===== src/rtl/core/bhts_pkg.sv =====
// Package for the bucketed hash table: sizes, widths, status codes,
// entry layout and controller/datapath command and status structs.
// No dependencies.
`timescale 1ns / 1ps

package bhts_pkg;

    localparam int NUM_BUCKETS  = 16;
    localparam int BUCKET_DEPTH = 8;
    localparam int KEY_BYTES    = 8;

    localparam int CFG_W       = 5;
    localparam int CFG_RESET   = 16;
    localparam int KEY_W       = 64;
    localparam int LEN_W       = 4;
    localparam int HANDLE_W    = 16;
    localparam int STATUS_W    = 2;

    localparam logic OP_INSERT = 1'b0;
    localparam logic OP_LOOKUP = 1'b1;

    localparam int SLOTS  = NUM_BUCKETS * BUCKET_DEPTH;
    localparam int ADDR_W = (SLOTS > 1) ? $clog2(SLOTS) : 1;
    localparam int BKT_W  = (NUM_BUCKETS > 1) ? $clog2(NUM_BUCKETS) : 1;
    localparam int DIV_W  = $clog2(NUM_BUCKETS + 1);
    localparam int FILL_W = $clog2(BUCKET_DEPTH + 1);
    localparam int SUM_W  = $clog2(KEY_BYTES * 255 + 1);
    localparam int STEP_W = $clog2(SUM_W);

    typedef enum logic [STATUS_W-1:0] {
        ST_INSERTED  = 2'd0,
        ST_FOUND     = 2'd1,
        ST_NOT_FOUND = 2'd2,
        ST_FULL      = 2'd3
    } t_status;

    typedef struct packed {
        logic [KEY_W-1:0]    key;
        logic [LEN_W-1:0]    len;
        logic [HANDLE_W-1:0] handle;
    } t_entry;

    localparam int ENTRY_W = $bits(t_entry);

    typedef struct packed {
        logic    load;
        logic    mod_step;
        logic    ins_write;
        logic    walk_start;
        logic    walk_next;
        logic    res_valid;
        t_status res_code;
    } t_cmd;

    typedef struct packed {
        logic mod_last;
        logic is_lookup;
        logic bucket_full;
        logic bucket_empty;
        logic match;
        logic walk_last;
    } t_stat;

endpackage


===== src/rtl/core/bhts_ctrl.sv =====
// Controller state machine for the bucketed hash table.
// Depends on bhts_pkg; drives bhts_dp through t_cmd and reads t_stat.
`timescale 1ns / 1ps

module bhts_ctrl (
    input  logic            i_clk,
    input  logic            i_rst_n,
    input  logic            start,
    output logic            busy,
    input  bhts_pkg::t_stat i_stat,
    output bhts_pkg::t_cmd  o_cmd
);

    typedef enum logic [3:0] {
        S_IDLE   = 4'b0001,
        S_HASH   = 4'b0010,
        S_DECIDE = 4'b0100,
        S_WALK   = 4'b1000
    } t_state;

    t_state r_state;
    t_state n_state;

    always_ff @(posedge i_clk) begin
        if (!i_rst_n) begin
            r_state <= S_IDLE;
        end else begin
            r_state <= n_state;
        end
    end

    always_comb begin
        n_state          = r_state;
        o_cmd            = '0;
        o_cmd.res_code   = bhts_pkg::ST_INSERTED;
        case (r_state)
            S_IDLE: begin
                if (start) begin
                    o_cmd.load = 1'b1;
                    n_state    = S_HASH;
                end
            end
            S_HASH: begin
                o_cmd.mod_step = 1'b1;
                if (i_stat.mod_last) begin
                    n_state = S_DECIDE;
                end
            end
            S_DECIDE: begin
                if (!i_stat.is_lookup) begin
                    o_cmd.res_valid = 1'b1;
                    n_state         = S_IDLE;
                    if (i_stat.bucket_full) begin
                        o_cmd.res_code = bhts_pkg::ST_FULL;
                    end else begin
                        o_cmd.ins_write = 1'b1;
                        o_cmd.res_code  = bhts_pkg::ST_INSERTED;
                    end
                end else if (i_stat.bucket_empty) begin
                    o_cmd.res_valid = 1'b1;
                    o_cmd.res_code  = bhts_pkg::ST_NOT_FOUND;
                    n_state         = S_IDLE;
                end else begin
                    o_cmd.walk_start = 1'b1;
                    n_state          = S_WALK;
                end
            end
            S_WALK: begin
                if (i_stat.match) begin
                    o_cmd.res_valid = 1'b1;
                    o_cmd.res_code  = bhts_pkg::ST_FOUND;
                    n_state         = S_IDLE;
                end else if (i_stat.walk_last) begin
                    o_cmd.res_valid = 1'b1;
                    o_cmd.res_code  = bhts_pkg::ST_NOT_FOUND;
                    n_state         = S_IDLE;
                end else begin
                    o_cmd.walk_next = 1'b1;
                end
            end
            default: begin
                n_state = S_IDLE;
            end
        endcase
    end

    assign busy = (r_state != S_IDLE);

endmodule


===== config.mk =====
export PLATFORM = sky130hd
export DESIGN_NAME = bhts_ctrl
export DESIGN_NICKNAME = d
export VERILOG_FILES = /design/src/rtl/core/bhts_pkg.sv /design/src/rtl/core/bhts_ctrl.sv
export SDC_FILE = /design/constraint.sdc
export NUM_CORES = 1
export LEC_CHECK = 0
export ABC_CLOCK_PERIOD_IN_PS = 1500
export BUFFER_PORTS_ARGS = -buffer_cell sky130_fd_sc_hd__buf_2
export CAP_MARGIN = 10
export CORE_AREA = 2 2 39 41
export DETAILED_ROUTE_END_ITERATION = 8
export DIE_AREA = 0 0 41 43
export PLACE_DENSITY = 0.48
export SLEW_MARGIN = 20
export SYNTH_ARGS = -nofsm -noshare
export SYNTH_HDL_FRONTEND = slang
export SYNTH_SLANG_ARGS = --single-unit

===== constraint.sdc =====
create_clock -name i_clk -period 1.5 [get_ports i_clk]
set_input_delay 0.3 -clock i_clk [delete_from_list [all_inputs] [get_ports i_clk]]
set_output_delay 0.3 -clock i_clk [all_outputs]
set_load 0.02 [all_outputs]

==> impl_metrics.ini <==
[logic_synthesis]
seq_area_frac_synth_pct = 25.00
post-synth-top-area-cell = dfxtp_1
netlist_top_cells_count = 6 x inv_1, 4 x dfxtp_1, 3 x nor2b_1
synth_top_area_share_pct = 25.00
syn_avg_cell_area_um2 = 8.429
synth.distinct_cells = 24
netlist_instances = 38
yosysWarnings = 0
syn_nets = 47
synthFlopType = dfxtp_1
ys_ff_latch = 4
yosysMostFrequentCell = inv_1
synth-edff-count = 0
synth_area_leaders = dfxtp_1 25%, or4b_4 8.6%, inv_1 7.0%
async_flop_share_pct = 0
syn_area_um2 = 320.3

[job]
drv_cap = 0

[global_routing]
track_usage_pct = 12.85
grt_start_max_net_pins = 7
grt_antenna_before_repair = 0
grt_remaining_overflow = 0
grt_pass1_vias = 378
grt_pass1_wl_um = 1497

[timing]
rsz0062_at_grt = true
setup_ws_ps = -312.6
setup_viol = 9
period_needed_ps = 1813
fin_crit_sh_pct = 120.8
finalClockSkew_ps = 1.074
finalHoldViolCount = 0
maxSlewViolCount = 0
fmax_mhz = 551.7
fin_setup_tns_ps = -1850
relSlewSlack_pct = 72.27
worst_pin_slew_ps = 410.8

[worst_setup_path]
critPathKind = flop to primary output
crit_path_max_fanout = 4
setup.worst_path.start = r_state[0]
worstPathArrival_ps = 1510
cp-start-kind = flop
end_kind = primary output
cp.required_ps = 1200
r2r-start = r_state[2]

[outcome]
outcome = complete, but fails checks
violations = setup timing

[die]
rows = 14
fp.dieH_um = 43
core-area_mm2 = 0.001384
ios = 18
start_util_pct = 23.15
die_area_mm2 = 0.001763
die_w_um = 41

[pwr]
power_density_mw_per_mm2 = 591.9
p_leak_uw = 0.0003009
power.internal_uw = 271.0
switchingPower_uw = 108.9
p_sw_share_pct = 28.67
seq_power_share_pct = 31.1
comb_power_share_pct = 34.2
ir_drop_uv = 384.3
clock_power_share_pct = 34.7

[cts]
cts_buffer_depth = 2
cts_tree = yes
clock_sinks = 4
h-tree-depth = 1
clk_pin_slew_ps = 40
postCtsHoldBufs = 0
ctsRootBufferMaster = clkbuf_4
cts-buffers-inserted = 3
clock_latency_ps = 230

[drt]
via_count = 380
routed_via_density = 4.578
ant_nets = 0
first_pass_iters = 3
finalWirelength_um = 858
drc = 0
wl_per_cell_um = 10.34
drt_iter0_drc = 2

[cells_and_area]
largest_reg_flops = 4
drive_gt1_share_pct = 67.16
stdcell_count = 83
largestRegisters = r_state: 4 flops
area_growth_pct = 100.4
largest-register = r_state
diodes = 0
nNetsFinal = 78

[worst_hold_path]
min_from = i_stat[5]
hold_path.class = primary input to flop

[place]
portBuffers = 17
dp.cells = 77
hpwl_um = 694.8
finalWeightedCongestion = 0.6967
-- stage by stage --
step                      hold WS, ps  instance area, µm²  utilization, %  worst slack (ps)  power [µW]
after floorplan                 413.8               351.6               -            -100.1       175.6
after global placement          541.7               501.7           36.26            -153.5       221.8
after detailed placement        542.5               501.7           36.26            -168.7       221.5
after CTS                       281.6               650.6           47.02            -331.6       391.6
after global routing            318.6               641.9           46.38            -355.3       404.4
final                           291.0               641.9           46.38            -312.6       380.0
-- critical path, cell delays in order (launching register included) --
cell	delay [ps]
dfxtp_2	320
or4b_4	570
o32ai_2	210
buf_4	180
-- final timing paths --
kind / cells after the start / end / slack [ps]
setup / recovery: 3 / o_cmd[1] / -310
hold / removal: 3 / r_state[2] / 290
setup reg to reg: 6 / r_state[1] / -20
hold reg to reg: 4 / r_state[2] / 650
-- power by group through the flow --
stage               clock [µW]  combinational (µW)  sequential, µW
finish                     132                 130             118
global route               143                 142             119
CTS                        141                 131             120
detailed placement           0                 102             119
global placement             0                 102             119
floorplan                    0                52.7             123
-- layer usage --
metal | vias to the layer above | wire, µm | GRT usage [%]
met5 | - | 0 | 0
met4 | 0 | 0 | 10.00
met3 | 0 | 75 | 2.094
met2 | 16 | 441 | 19.06
met1 | 166 | 341 | 15.43
li1 | 198 | - | -
-- layout make-up --
cell class	instances	area, µm²
Clock buffer	3	22.52
Multi-Input combinational cell	28	272.8
Inverter	6	22.52
Sequential cell	4	87.58
Fill cell	138	742.0
Timing Repair Buffer	26	216.5
Tap cell	16	20.02
-- repair_timing --
action,CTS,global route
endpoints found under the setup margin,9,12
pin swaps,4,4
gates resized for setup,30,2
setup buffers,4,1
-- placed cells by master (no fill, tap or decap) --
master,n
a21boi_0,1
clkbuf_4,3
nand2b_4,1
o32ai_2,1
o311ai_0,1
buf_6,11
a31o_1,1
nor3_4,1
dfxtp_2,3
o22ai_2,2
nor2b_1,3
or2b_1,1
o211a_1,1
nor2_1,2
inv_1,5
nand2_1,2
a21boi_1,1
o21ai_1,1
nor4b_4,1
nor4bb_1,1
nor2_4,1
buf_2,8
dfxtp_4,1
o21ai_0,1
or4b_4,3
nor4b_2,1
inv_2,1
buf_4,7
nand2b_1,1
-- cells by family (layout without fill, tap and decap cells) --
| family | count (synthesis) | count (layout) | share of synthesized area [%] |
|---|---|---|---|
| AND/OR/NAND/NOR | 18 | 18 | 44.93 |
| flip-flops | 4 | 4 | 25.00 |
| AO/OA/AOI/OAI | 10 | 10 | 23.05 |
| buffers and inverters | 6 | 35 | 7.031 |
Power figures use the tool's default switching activity.
